--- config.mk ---
export PLATFORM = sky130hd
export DESIGN_NAME = ptc_pipe
export DESIGN_NICKNAME = d
export VERILOG_FILES = /design/src/rtl/core/ptc_pkg.sv /design/src/rtl/core/ptc_pipe.sv
export SDC_FILE = /design/constraint.sdc
export NUM_CORES = 1
export LEC_CHECK = 0
export BUFFER_PORTS_ARGS = -buffer_cell sky130_fd_sc_hd__buf_2
export CORE_ASPECT_RATIO = 2
export CORE_MARGIN = 2
export CORE_UTILIZATION = 40
export DETAILED_ROUTE_END_ITERATION = 6
export PLACE_DENSITY = 0.67
export SYNTH_ARGS = -nofsm -noshare
export SYNTH_HDL_FRONTEND = slang
export SYNTH_SLANG_ARGS = --single-unit
--- constraint.sdc ---
create_clock -name clk -period 8.1 [get_ports clk]
set_input_delay 0.81 -clock clk [delete_from_list [all_inputs] [get_ports clk]]
set_output_delay 0.81 -clock clk [all_outputs]
set_load 0.02 [all_outputs]
--- src/rtl/core/ptc_pkg.sv ---
package ptc_pkg;

	localparam int unsigned CMD_BITS    = 2;
	localparam int unsigned LEVEL_BITS  = 12;
	localparam int unsigned PRE_BITS    = 11;
	localparam int unsigned INDEX_BITS  = 11;
	localparam int unsigned VALUE_BITS  = 12;
	localparam int unsigned PHASE_BITS  = 2;
	localparam int unsigned CFG_BITS    = 12;
	localparam int unsigned CFG_IDX_BITS = 1;

	localparam logic [CMD_BITS-1:0] CMD_SAMPLE = 2'd0;
	localparam logic [CMD_BITS-1:0] CMD_ARM    = 2'd1;
	localparam logic [CMD_BITS-1:0] CMD_READ   = 2'd2;

	localparam logic [CFG_IDX_BITS-1:0] REG_TRIGGER_LEVEL    = 1'b0;
	localparam logic [CFG_IDX_BITS-1:0] REG_PRETRIGGER_COUNT = 1'b1;

	localparam logic [LEVEL_BITS-1:0] TRIGGER_LEVEL_RESET    = 12'd1200;
	localparam logic [PRE_BITS-1:0]   PRETRIGGER_COUNT_RESET = 11'd200;

	typedef enum logic [3:0] {
		PH_RUNNING   = 4'b0001,
		PH_ARMED     = 4'b0010,
		PH_TRIGGERED = 4'b0100,
		PH_STOPPED   = 4'b1000
	} phase_t;

	localparam logic [PHASE_BITS-1:0] CODE_RUNNING   = 2'd0;
	localparam logic [PHASE_BITS-1:0] CODE_ARMED     = 2'd1;
	localparam logic [PHASE_BITS-1:0] CODE_TRIGGERED = 2'd2;
	localparam logic [PHASE_BITS-1:0] CODE_STOPPED   = 2'd3;

	typedef struct packed {
		logic                  done;
		logic [INDEX_BITS-1:0] start_index;
		logic [PHASE_BITS-1:0] phase;
		logic                  is_read;
	} res_t;

	function automatic logic [PHASE_BITS-1:0] phase_code(input phase_t ph);
		logic [PHASE_BITS-1:0] code;
		unique case (ph)
			PH_RUNNING:   code = CODE_RUNNING;
			PH_ARMED:     code = CODE_ARMED;
			PH_TRIGGERED: code = CODE_TRIGGERED;
			PH_STOPPED:   code = CODE_STOPPED;
			default:      code = CODE_RUNNING;
		endcase
		return code;
	endfunction

endpackage

--- src/rtl/core/ptc_pipe.sv ---
module ptc_pipe #(
	parameter int unsigned SAMPLE_BITS = 12
) (
	input  logic                             clk,
	input  logic                             arst_n,
	input  logic                             in_valid,
	output logic                             in_stall,
	output logic                             accept,
	input  ptc_pkg::res_t                    res,
	input  logic [SAMPLE_BITS-1:0]           rd_data,
	output logic                             out_valid,
	input  logic                             out_stall,
	output logic                             capture_done,
	output logic [ptc_pkg::INDEX_BITS-1:0]   start_index,
	output logic [ptc_pkg::VALUE_BITS-1:0]   read_value,
	output logic [ptc_pkg::PHASE_BITS-1:0]   phase_now
);

	import ptc_pkg::*;

	logic valid_s1;
	res_t res_s1;
	logic s1_adv;

	// Stage 1 waits for the store's registered read data; the output register
	// then holds the beat until the receiver takes it.
	assign s1_adv   = valid_s1 && (!out_valid || !out_stall);
	assign in_stall = valid_s1 && !s1_adv;
	assign accept   = in_valid && !in_stall;

	always_ff @(posedge clk or negedge arst_n) begin
		if (!arst_n) begin
			valid_s1 <= 1'b0;
		end else if (accept) begin
			valid_s1 <= 1'b1;
		end else if (s1_adv) begin
			valid_s1 <= 1'b0;
		end
	end

	always_ff @(posedge clk) begin
		if (accept) begin
			res_s1 <= res;
		end
	end

	always_ff @(posedge clk or negedge arst_n) begin
		if (!arst_n) begin
			out_valid <= 1'b0;
		end else if (s1_adv) begin
			out_valid <= 1'b1;
		end else if (!out_stall) begin
			out_valid <= 1'b0;
		end
	end

	always_ff @(posedge clk) begin
		if (s1_adv) begin
			capture_done <= res_s1.done;
			start_index  <= res_s1.start_index;
			phase_now    <= res_s1.phase;
			read_value   <= res_s1.is_read ? VALUE_BITS'(rd_data) : '0;
		end
	end

endmodule

# --- After elaboration in Yosys (flattened, before gate mapping) ---
# Index checks and enable logic that the tools add are counted.
totals:
  register_bits: 43
  output_inout_bits: 29
classes:
  eq_ne: 1
  n_mux: 4
  reduce_logical: 9
op_table:
  columns: ["cell", "count"]
  rows:
  - ["zero test 1 bit", 4]
  - ["two-way mux 1 bit", 4]
  - ["logical AND 1 bit", 3]
  - ["!= test 2 x 1 -> 1 bit, second input constant", 1]
  - ["nonzero test 2 bit", 1]
  - ["logical OR 1 bit", 1]

# --- Longest topological paths before layout ---
logic_depth:
  depth_word: 8
  ltp_mapped: 2

# --- Worst setup path before layout ---
# No wires, ideal clock.
synth_timing:
  kind: "input to register"
  startpoint: "input port out_stall"
  endpoint: "register capture_done, enable pin"
  setup_time_ns: 0.449
  t_arrival_ns: 2.736
  setup_slack_ns: 4.915
  stages: 1
  cell_sequence: "a21boi_0"
synth_via:
  elab_chain_cells: 3
synth_lines:
  columns: ["element", "line_no", "source"]
  rows:
  - ["from (decl)", "ptc_pipe.sv:12", "input logic out_stall,"]
  - ["zero test 1 bit", null, null]
  - ["logical OR 1 bit", "ptc_pipe.sv:27", "assign s1_adv = valid_s1 && (!out_valid || !out_stall);"]
  - ["logical AND 1 bit", "ptc_pipe.sv:27", null]
  - ["to (signal assigned)", "ptc_pipe.sv:59", "capture_done <= res_s1.done;"]
  - ["to (decl)", "ptc_pipe.sv:13", "output logic capture_done,"]
# No other way between the ends.
# A chain may end at the register's enable or synchronous reset.

# --- Worst setup path after layout ---
layout_timing:
  startpoint: "input port out_stall"
  endpoint: "output port accept"
layout_via:
  elab_chain_cells: 7
layout_lines:
  columns: ["element", "line_no", "source"]
  rows:
  - ["zero test 1 bit", null, null]
  - ["logical OR 1 bit", "ptc_pipe.sv:27", null]
  - ["logical AND 1 bit", "ptc_pipe.sv:27", null]
  - ["zero test 1 bit", "ptc_pipe.sv:28", "assign in_stall = valid_s1 && !s1_adv;"]
  - ["logical AND 1 bit", "ptc_pipe.sv:28", null]
  - ["zero test 1 bit", "ptc_pipe.sv:29", "assign accept = in_valid && !in_stall;"]
  - ["logical AND 1 bit", "ptc_pipe.sv:29", null]
  - ["to (decl)", "ptc_pipe.sv:8", "output logic accept,"]
# No other way between the ends.

==> results.txt <==
- Total die area: ~0.0040 sq mm
* Number of clock buffers inserted by TritonCTS: 5
- TritonCTS clock tree: done
- Clk Tree Root Cell: sky130_fd_sc_hd__clkbuf_8
- Dividing the final minimum period by the clock period gives 0.331.
- Relative contribution of sequential cells to total power: 0.574
* Element type at the critical path start: primary input
- Worst r2r path cells: 2
- Post-cts gate resize count: 0
* Number of hold-slack violations in the final timing report: 0
* Detailed-route wire length per cell: 12.9 um
- Endpoint required time on the critical path: around 7300 ps
- Logic gate share of total power: 0.092
- The congestion estimate from routability-driven global placement came to between 0.7 and 0.8.
- Max-slew violations: 0
* Number of buffers inserted by post-CTS setup repair: 0
* Worst skew pair latency: between 200 and 300 ps
* Sequential cell area in the final layout: roughly 0.0013 sq mm
- In the final layout, the multi-input gates occupy 118 sq um.
- Total power for the finished layout comes to approximately 470 uW.
- STA classifies the critical path endpoint as an output port.
- Maximum clock frequency: about 0.37 GHz
- Internal power: between 300 and 400 uW
* Worst setup path category: primary input to output port
- Cell leakage power: approximately 0.77 nW
* Number of nets still failing antenna checks after routing: 0
- Entering global routing, the biggest net connects 27 pins.
- CTS built an H-tree with a depth of 2.
* Slew Limit Headroom: 0.557
* Flop2flop setup slack: about 6600 ps
- In this run the count of I/O pins placed on the die edge is 60.
* Number of max-cap violations: 0
* Number of sinks driven by the clock tree: 43
- Buffers on Ports: around 60
- Iteration-0 DRC Markers: 7
- Summed over all layers, the routed wires come to 2070 um.
* Crit path max fanout: 16
* Sequential cell area fraction in the yosys report: 0.911
- The share of total power dissipated in the clock network is 0.334.
* Fill cell instance count of the final layout: 290
- Max Buffers Root-to-Sink: 2
- After synthesis, the mean cell area works out to about 23 sq um.
- After detailed routing, the number of vias per cell comes to between 4 and 5.
- Shortest period the worst path allows: 2680 ps
* Switching Fraction: 0.204
* Count of unique library cells instantiated by Yosys: 9
* Run status: finished, final reports clean
* TNS Setup: 0 ps
- All-layer global routing usage: 0.117
* Fin area: about 0.0019 sq mm
* Count of unresolved DRC violations after routing: 0
* Horizontal extent of the die: about 46 um
- Actual slew at the worst max-slew pin: around 660 ps
* Final count of negative-setup-slack endpoints: 0
* Power density relative to cell area: about 250 mW/mm^2
- VDD sags by at most 0.174 mV.
- Placement Rows: 30
* Detailed-route via count: between 700 and 800
* Data arrival time of the worst path: ~1900 ps
* Hold bufs inserted after CTS: 0
- Most frequent cells in the layout: sky130_fd_sc_hd__buf_2, sky130_fd_sc_hd__edfxtp_1, sky130_fd_sc_hd__and2_1, sky130_fd_sc_hd__clkbuf_8
* Most common cell after layout, fill and taps aside: sky130_fd_sc_hd__buf_2
- Type of the worst min-delay path: primary input to async pin
- The share of synthesized area in the top cell type comes to 0.875.
* R2R Path Start: out_valid
- The mapped netlist covers ~0.0014 sq mm.
- Summed over all nets, the switching power comes to 95.2 uW.
- Effective utilization at floorplan: 0.416
* Cell taking the most area after synthesis: sky130_fd_sc_hd__edfxtp_1
* Die H: around 88 um
- After synthesis the netlist holds a flip-flop and latch count of 43.
* Final Net Count: 159
- Syn. warnings: 0
- 0 antenna diodes ended up in the layout.
- The endpoint identified for the worst register-to-register timing path is res_s1[3].
* Floorplan core area: 0.00338 sq mm
- Layout cells sized above 1: 0.535
- Clock transition at the register clock pins on the worst setup and hold paths after CTS: around 70 ps
* Total grt overflow: 0
- Synthesized Nets: 93
- The number of global-route vias before repair is between 700 and 800.
- The first global-routing pass estimated about 3200 um of wire.
- For this run, the detailed router's first-pass iteration total came to 4.
- The cell count after synthesis came out at 62.
* Area added between synthesis and finish: 31.7%
* Antenna violations before repair: 0
- Clock skew on the completed layout was measured at 5.77 ps.
- Post-Place Cell Area: 0.00175 sq mm
- Setup repair after global routing left no endpoint under its margin.
- Main area contributors after synthesis: sky130_fd_sc_hd__edfxtp_1, sky130_fd_sc_hd__and2_1, sky130_fd_sc_hd__dfrtp_1
-- per-layer routing --
layer,share of wire,global-route usage,vias to the layer above
met1,0.32,0.102,344
met2,0.57,0.206,42
met4,0.018,0.0701,0
li1,-,-,359
met5,0,0,-
met3,0.091,0.0454,4
-- worst max-delay path by stage --
stage,endpoint,cells after the start,startpoint,slack (ps)
finish,accept,4,out_stall,5420
global route,accept,4,out_stall,5340
CTS,accept,4,out_stall,5390
detailed placement,accept,4,out_stall,5400
global placement,accept,4,out_stall,5460
floorplan,capture_done,1,out_stall,4920
-- flip-flops by register name (all words and copies together) (netlist names) --
register,count
res_s1,15
read_value,12
start_index,11
phase_now,2
capture_done,1
out_valid,1
valid_s1,1
-- cell families after synthesis --
group	after synthesis	synth area share
buf+inv	2	0.00801
simple gates	15	0.0694
compound gates	2	0.0116
flops	43	0.911
-- area by class of cell --
type,count,area share
Timing Repair Buffer,60,0.164
Clock inverter,1,0.0162
Inverter,1,0.00203
Tap cell,32,0.0216
Clock buffer,7,0.0412
Sequential cell,43,0.692
Multi-Input combinational cell,17,0.0635
-- critical path, cell delays in order --
cell	delay, ps
sky130_fd_sc_hd__buf_2	120
sky130_fd_sc_hd__nand3_2	90
sky130_fd_sc_hd__and2_1	560
sky130_fd_sc_hd__buf_2	280
-- cells in the mapped netlist --
cell type and n:
sky130_fd_sc_hd__edfxtp_1 41, sky130_fd_sc_hd__and2_1 13, sky130_fd_sc_hd__dfrtp_1 2, sky130_fd_sc_hd__a21boi_0 1
sky130_fd_sc_hd__a21o_2 1, sky130_fd_sc_hd__buf_4 1, sky130_fd_sc_hd__inv_1 1, sky130_fd_sc_hd__nand2b_1 1
sky130_fd_sc_hd__nand3_2 1
-- through the flow --
step / utilization / cells / hold WS, ps / setup slack, ps
detailed placement: 0.517 / 153 / 405 / 5400
global placement: 0.517 / 153 / 401 / 5460
finish: 0.548 / 161 / 297 / 5420
floorplan: - / 62 / 400 / 4920
CTS: 0.548 / 161 / 285 / 5390
global route: 0.548 / 161 / 284 / 5340
-- power groups by stage --
stage / registers (mW) / logic (mW) / clock network (mW)
final: 0.267 / 0.0428 / 0.156
after CTS: 0.268 / 0.0437 / 0.161
after global routing: 0.269 / 0.0467 / 0.170
after global placement: 0.272 / 0.0424 / 0
after detailed placement: 0.273 / 0.0436 / 0
after floorplan: 0.286 / 0.0102 / 0
No activity file was read; power rests on OpenSTA's default activity.
