File: src/rtl/core/ptc_pkg.sv
package ptc_pkg;

	localparam int unsigned CMD_BITS    = 2;
	localparam int unsigned LEVEL_BITS  = 12;
	localparam int unsigned PRE_BITS    = 11;
	localparam int unsigned INDEX_BITS  = 11;
	localparam int unsigned VALUE_BITS  = 12;
	localparam int unsigned PHASE_BITS  = 2;
	localparam int unsigned CFG_BITS    = 12;
	localparam int unsigned CFG_IDX_BITS = 1;

	localparam logic [CMD_BITS-1:0] CMD_SAMPLE = 2'd0;
	localparam logic [CMD_BITS-1:0] CMD_ARM    = 2'd1;
	localparam logic [CMD_BITS-1:0] CMD_READ   = 2'd2;

	localparam logic [CFG_IDX_BITS-1:0] REG_TRIGGER_LEVEL    = 1'b0;
	localparam logic [CFG_IDX_BITS-1:0] REG_PRETRIGGER_COUNT = 1'b1;

	localparam logic [LEVEL_BITS-1:0] TRIGGER_LEVEL_RESET    = 12'd1200;
	localparam logic [PRE_BITS-1:0]   PRETRIGGER_COUNT_RESET = 11'd200;

	typedef enum logic [3:0] {
		PH_RUNNING   = 4'b0001,
		PH_ARMED     = 4'b0010,
		PH_TRIGGERED = 4'b0100,
		PH_STOPPED   = 4'b1000
	} phase_t;

	localparam logic [PHASE_BITS-1:0] CODE_RUNNING   = 2'd0;
	localparam logic [PHASE_BITS-1:0] CODE_ARMED     = 2'd1;
	localparam logic [PHASE_BITS-1:0] CODE_TRIGGERED = 2'd2;
	localparam logic [PHASE_BITS-1:0] CODE_STOPPED   = 2'd3;

	typedef struct packed {
		logic                  done;
		logic [INDEX_BITS-1:0] start_index;
		logic [PHASE_BITS-1:0] phase;
		logic                  is_read;
	} res_t;

	function automatic logic [PHASE_BITS-1:0] phase_code(input phase_t ph);
		logic [PHASE_BITS-1:0] code;
		unique case (ph)
			PH_RUNNING:   code = CODE_RUNNING;
			PH_ARMED:     code = CODE_ARMED;
			PH_TRIGGERED: code = CODE_TRIGGERED;
			PH_STOPPED:   code = CODE_STOPPED;
			default:      code = CODE_RUNNING;
		endcase
		return code;
	endfunction

endpackage

File: src/rtl/core/ptc_ctrl.sv
module ptc_ctrl #(
	parameter int unsigned DEPTH       = 2048,
	parameter int unsigned SAMPLE_BITS = 12
) (
	input  logic                                 clk,
	input  logic                                 arst_n,
	input  logic                                 cfg_we,
	input  logic [ptc_pkg::CFG_IDX_BITS-1:0]     cfg_index,
	input  logic [ptc_pkg::CFG_BITS-1:0]         cfg_data,
	input  logic                                 step,
	input  logic [ptc_pkg::CMD_BITS-1:0]         cmd,
	input  logic [ptc_pkg::VALUE_BITS-1:0]       sample,
	input  logic [ptc_pkg::INDEX_BITS-1:0]       read_addr,
	output logic                                 ram_we,
	output logic [$clog2(DEPTH)-1:0]             ram_waddr,
	output logic [SAMPLE_BITS-1:0]               ram_wdata,
	output logic                                 ram_re,
	output logic [$clog2(DEPTH)-1:0]             ram_raddr,
	output ptc_pkg::res_t                        res
);

	import ptc_pkg::*;

	localparam int unsigned AW = $clog2(DEPTH);

	logic [LEVEL_BITS-1:0] level_q;
	logic [PRE_BITS-1:0]   pre_q;
	logic [AW-1:0]         wpos_q;
	logic [AW-1:0]         start_q;
	phase_t                phase_q;

	logic [SAMPLE_BITS-1:0] smp;
	logic                   is_sample;
	logic                   trig;
	logic [AW-1:0]          pos_inc;
	logic [AW-1:0]          start_n;
	logic [AW-1:0]          wpos_n;
	phase_t                 phase_mid;
	phase_t                 phase_n;
	logic                   done;

	always_ff @(posedge clk or negedge arst_n) begin
		if (!arst_n) begin
			level_q <= TRIGGER_LEVEL_RESET;
			pre_q   <= PRETRIGGER_COUNT_RESET;
		end else if (cfg_we) begin
			unique case (cfg_index)
				REG_TRIGGER_LEVEL:    level_q <= cfg_data[LEVEL_BITS-1:0];
				REG_PRETRIGGER_COUNT: pre_q   <= cfg_data[PRE_BITS-1:0];
				default:              level_q <= level_q;
			endcase
		end
	end

	always_comb begin
		smp       = SAMPLE_BITS'(sample);
		is_sample = (cmd == CMD_SAMPLE) && (phase_q != PH_STOPPED);
		// Only armed samples strictly above the level can trigger.
		trig      = is_sample && (phase_q == PH_ARMED) && (16'(smp) > 16'(level_q));
		// The user keeps the store depth a power of two (not checked), so ring arithmetic wraps.
		start_n   = trig ? (wpos_q - AW'(pre_q)) : start_q;
		pos_inc   = wpos_q + AW'(1);
		wpos_n    = is_sample ? pos_inc : wpos_q;
		phase_mid = trig ? PH_TRIGGERED : phase_q;
		done      = is_sample && (phase_mid == PH_TRIGGERED) && (pos_inc == start_n);
		if (is_sample) begin
			phase_n = done ? PH_STOPPED : phase_mid;
		end else if (cmd == CMD_ARM) begin
			phase_n = PH_ARMED;
		end else begin
			phase_n = phase_q;
		end
	end

	always_ff @(posedge clk or negedge arst_n) begin
		if (!arst_n) begin
			wpos_q  <= '0;
			start_q <= '0;
			phase_q <= PH_RUNNING;
		end else if (step) begin
			wpos_q  <= wpos_n;
			start_q <= start_n;
			phase_q <= phase_n;
		end
	end

	assign ram_we    = step && is_sample;
	assign ram_waddr = wpos_q;
	assign ram_wdata = smp;
	assign ram_re    = step && (cmd == CMD_READ);
	assign ram_raddr = AW'(read_addr);

	assign res.done        = done;
	assign res.start_index = INDEX_BITS'(start_n);
	assign res.phase       = phase_code(phase_n);
	assign res.is_read     = (cmd == CMD_READ);

	a_wpos_advance: assert property (@(posedge clk) disable iff (!arst_n)
		step && is_sample |=> wpos_q == AW'($past(wpos_q) + AW'(1)))
		else $error("write position did not advance on a stored sample");

	a_stopped_holds: assert property (@(posedge clk) disable iff (!arst_n)
		step && (phase_q == PH_STOPPED) && (cmd != CMD_ARM) |=> $stable(wpos_q)
			&& phase_q == PH_STOPPED)
		else $error("stopped capture moved without an arm");

	a_done_closes_ring: assert property (@(posedge clk) disable iff (!arst_n)
		step && done |=> (phase_q == PH_STOPPED) && (wpos_q == start_q))
		else $error("capture completed away from its start position");

	a_start_only_on_trigger: assert property (@(posedge clk) disable iff (!arst_n)
		step && !trig |=> $stable(start_q))
		else $error("capture start moved without a trigger");

endmodule

File: config.mk
export PLATFORM = sky130hd
export DESIGN_NAME = ptc_ctrl
export DESIGN_NICKNAME = d
export VERILOG_FILES = /design/src/rtl/core/ptc_pkg.sv /design/src/rtl/core/ptc_ctrl.sv
export SDC_FILE = /design/constraint.sdc
export NUM_CORES = 1
export LEC_CHECK = 0
export BUFFER_PORTS_ARGS = -buffer_cell sky130_fd_sc_hd__clkbuf_2
export CAP_MARGIN = 20
export CORE_MARGIN = 2
export CORE_UTILIZATION = 35
export DETAILED_ROUTE_END_ITERATION = 16
export MAX_ROUTING_LAYER = met4
export PLACE_DENSITY = 0.57
export REMOVE_ABC_BUFFERS = 1
export SETUP_SLACK_MARGIN = 0.5
export SYNTH_ARGS = -nofsm -noshare
export SYNTH_HDL_FRONTEND = slang
export SYNTH_SLANG_ARGS = --single-unit
File: constraint.sdc
create_clock -name clk -period 8.7 [get_ports clk]
set_input_delay 1.305 -clock clk [delete_from_list [all_inputs] [get_ports clk]]
set_output_delay 1.305 -clock clk [all_outputs]
set_load 0.01 [all_outputs]
* Yosys cells after proc, flatten, opt, wreduce, memory -nomap -nowiden *
Index checks and enable logic that the tools add are counted.

cells by class
  add/sub/neg operators = 2
  $lt $le $gt $ge = 1
  eq/ne operators = 9
  multiplexer cells = 6
  bitwise operators = 1
  reductions and logical operators = 11

operators by type and width
  cell                                           count
  2-to-1 mux 4 bit                               4
  > comparator 12 bit                            1
  adder 11 x 1 -> 11 bit, second input constant  1
  == test 11 bit                                 1
  2-to-1 mux 11 bit                              1
  subtractor 11 bit                              1
  == test 4 x 2 -> 1 bit, second input constant  2
  == test 4 x 3 -> 1 bit, second input constant  2
  logical AND 1 bit                              7
  one-hot mux 2 bit (3 select lines)             1
  AND reduction 2 bit                            3
  == test 4 bit, second input constant           1
  != test 4 bit, second input constant           1
  == test 2 x 1 -> 1 bit, second input constant  1
  == test 2 bit, second input constant           1
  zero test 2 bit                                1
  NOT 1 bit                                      1

storage, ports and cells
  flip-flop bits (word level) = 49
  word-level logic and storage cells = 35

* Longest topological paths before layout *
  word-level depth = 12
  depth in mapped cells = 14
  depth with buffers taken out = 13

* Worst setup path before layout *
Ideal clock, no wire load.

  path type = input to output
  start point = input sample[10] in the netlist's numbering
  end point = output res[1] in the netlist's numbering
  data arrival time = 3905 ps
  required time = 7395 ps
  path slack = 3490 ps
  cell stages on the path = 11
  buffers on the path = 0
  cells stage by stage = ha_1 -> a21oi_1 -> nand2_1 -> a21o_1 -> o31a_4 -> o32a_1 -> xnor2_1 -> or4_4 -> nor4b_4 -> a31oi_1 -> a31oi_1

RTL lines
  what             line            RTL
  start, declared  ptc_ctrl.sv:12  input logic [ptc_pkg::VALUE_BITS-1:0] sample,
  end, declared    ptc_ctrl.sv:19  output ptc_pkg::res_t res

==> flow_summary.ini <==
[run_status]
status = complete, no violations

[clock_network]
cts.clk_slew.worst_paths_ns = 0.10
post-cts-setup-buffers = 0
clkLatencyLatePin_ns = 0.32
cts.htree.levels = 2
ctsRootBufferMaster = clkbuf_8
cts_resized = 0
cts_sinks = 49
cts_tree = yes
ctsHoldBuffers = 0
clockBufferDepth = 2
numCtsBuffers = 5

[power_and_ir_drop]
p_clk_share_pct = 17.2
seq_power_share_pct = 36.5
p_int_mw = 0.5189
p_sw_share_pct = 41.81
vdd_drop_max_mv = 0.07593
combinationalPowerShare_pct = 46.3
p_sw_mw = 0.3729
p_leak_nw = 1.893
p_per_area_mw_per_mm2 = 219.9

[synthesis]
yosys_most_used_dff = dfrtp_1
synth_warnings = 0
synth_area_mm2 = 0.003637
synthArstFlopShare_pct = 100.0
ys_ff_latch = 49
avgSynthCellArea_um2 = 8.915
synth_edf_count = 0
syn_inst = 408
synth_seq_area_share_pct = 33.99
synth_cell_type_count = 59

[critical_path]
crit_path_cell_trace = clkbuf_2, ha_1, nand4_2, a21oi_1, nor3_1, o32a_1, xnor2_1, or4_4, nor4b_4, a31oi_1, a31oi_1, clkbuf_2
critPathKind = input pin to primary output
cp.arrival_ns = 4.34
critPathCaptureType = primary output
cp_num_buf_inv = 2
worstPathRequired_ns = 7.39
slowest_delay_ns = 0.55
crit_family = simple AND/OR/NAND/NOR gates
crit_fanout = 6
start_kind = input pin
slowest_stage = or4_4

[floorplanning]
die_w_um = 105.9
fp-row-count = 37
core_mm2 = 0.01018
floorplan.initialDensity_pct = 35.71
io_pins = 93
die-area_mm2 = 0.01122
die_h_um = 105.9

[placement]
dp_cells = 582
dpl.hpwl_mm = 6.530
port_buffers = 70
gp_congestion = 0.8458

[timing]
fin_skew_ns = 0.01180
period_needed_ns = 5.646
fin_crit_sh_pct = 64.90
fmax_mhz = 177.1
setup_tns_ns = 0
drv_slew = 0
hold_violations = 0
hold_ws_ns = 0.5160
worst_pin_slew_ns = 0.6705
rsz0062_at_grt = no
setup_violations = 0
max-slew-margin-rel_pct = 55.30

[routing]
first_pass_iters = 4
finalWirelength_mm = 8.483
wl_per_cell_um = 14.38
drc = 0
num_vias = 2944
vias_per_cell = 4.990
final_antenna_net_count = 0
initialDrtViolationCount = 137

[cells_and_area]
fillers = 1078
drive_gt1_share_pct = 25.11
fin_nets = 519
area_delta_synth_final_pct = 11.52
fin_cells = 590
mostFrequentLayoutCell = clkbuf_2
diodes = 0
final_cell_mix = clkbuf_2 (70), dfrtp_1 (41), inv_1 (38)

[global_route]
first_global_vias = 2840
overflow = 0
antenna_found_initial = 0
grtUsageTotal_pct = 15.91
grt_max_degree = 50
grt_pass1_wl_mm = 13.98

[job]
maxCapViolCount = 0

[worst_hold_path]
hold_path_class = flip-flop to flip-flop
## registers in the layout, summed over array words and instances (netlist names)
register	count
ram_waddr	11
pre_q	11
start_q	11
level_q	12
phase_q	4
## metrics by stage
stage / setup slack, ns / cell area, µm² / power [mW] / utilization (%)
after CTS: 3.058 / 4056 / 0.9006 / 39.83
after global routing: 2.825 / 4056 / 0.9633 / 39.83
after floorplan: 3.240 / 3408 / 0.6121 / -
final: 3.054 / 4056 / 0.8918 / 39.83
after detailed placement: 3.058 / 3959 / 0.7433 / 38.87
after global placement: 3.124 / 3959 / 0.7366 / 38.87
## cells in the mapped netlist (all sizes together) (2+ instances only)
| library cell | number | area [µm²] |
|---|---|---|
| a211o | 2 | 17.52 |
| a211oi | 2 | 27.53 |
| a21o | 4 | 30.03 |
| a21oi | 23 | 115.1 |
| a31oi | 4 | 25.02 |
| and2 | 8 | 50.05 |
| and3 | 7 | 43.79 |
| and4 | 2 | 17.52 |
| buf | 27 | 195.2 |
| clkbuf | 9 | 33.78 |
| dfrtp | 41 | 1026 |
| dfstp | 8 | 210.2 |
| ha | 23 | 287.8 |
| inv | 38 | 142.6 |
| mux2 | 14 | 157.7 |
| mux2i | 6 | 72.57 |
| nand2 | 31 | 116.4 |
| nand2b | 3 | 18.77 |
| nand3 | 14 | 70.07 |
| nand3b | 3 | 22.52 |
| nand4 | 8 | 56.30 |
| nor2 | 27 | 103.9 |
| nor2b | 6 | 37.54 |
| nor3 | 12 | 65.06 |
| nor3b | 2 | 15.01 |
| nor4 | 4 | 25.02 |
| o2111ai | 3 | 26.28 |
| o211ai | 2 | 20.02 |
| o21a | 3 | 22.52 |
| o21ai | 20 | 100.1 |
| o31ai | 2 | 15.01 |
| or3 | 2 | 12.51 |
| xnor2 | 22 | 192.7 |
| xor2 | 9 | 78.83 |
## power by group through the flow
stage               logic [mW]  clock network (mW)  registers, mW
finish                   0.413               0.154          0.326
global route             0.463               0.166          0.334
CTS                      0.416               0.159          0.326
detailed placement       0.413                   0          0.330
global placement         0.409                   0          0.328
floorplan                0.290                   0          0.322
## final timing paths
check / startpoint / slack, ns / to / cells after the start
min reg2reg: level_q[7] / 0.52 / level_q[7] / 2
min in group asynchronous: arst_n / 1.10 / ram_waddr[10] / 2
max: sample[10] / 3.05 / res[1] / 12
max in group asynchronous: arst_n / 7.16 / level_q[11] / 2
max reg2reg: ram_waddr[0] / 5.15 / phase_q[3] / 13
min: level_q[7] / 0.52 / level_q[7] / 2
## worst reg2reg max path: cells and delay by family (launching register included)
| family | cells | cell delay [ns] |
|---|---|---|
| flops | 1 | 0.50 |
| buf+inv | 1 | 0.14 |
| xor+xnor | 1 | 0.17 |
| fa+ha+maj | 2 | 0.66 |
| compound gates | 5 | 0.82 |
| simple gates | 4 | 1.21 |
## per-layer routing
layer  track usage [%]  vias up  part of all wire (%)
li1                  -     1483                     -
met1             21.37     1364                    48
met2             24.93       90                    45
met3             3.556        7                   5.6
met4             3.195        0                  0.94
met5                 -        -                     0
## cell families after synthesis
| kind of cell | count (synthesis) | share of synthesized area (%) |
|---|---|---|
| muxes | 20 | 6.330 |
| AOI/OAI and AO/OA | 77 | 14.17 |
| buffers and inverters | 74 | 10.22 |
| and+or+nand+nor | 133 | 19.37 |
| adders and majority gates | 24 | 8.462 |
| DFF | 49 | 33.99 |
| xor gates and xnor gates | 31 | 7.465 |
## layout make-up
class | instances | area, µm² | share of cell area, %
clock buffer | 5 | 68.82 | 1.696
clock inverter | 3 | 28.78 | 0.7094
inverter | 38 | 142.6 | 3.516
multi-input combinational | 285 | 2029 | 50.03
sequential | 49 | 1236 | 30.48
tap | 136 | 170.2 | 4.195
timing repair buffer | 74 | 380.4 | 9.377
(Power assumes the default switching activity.)
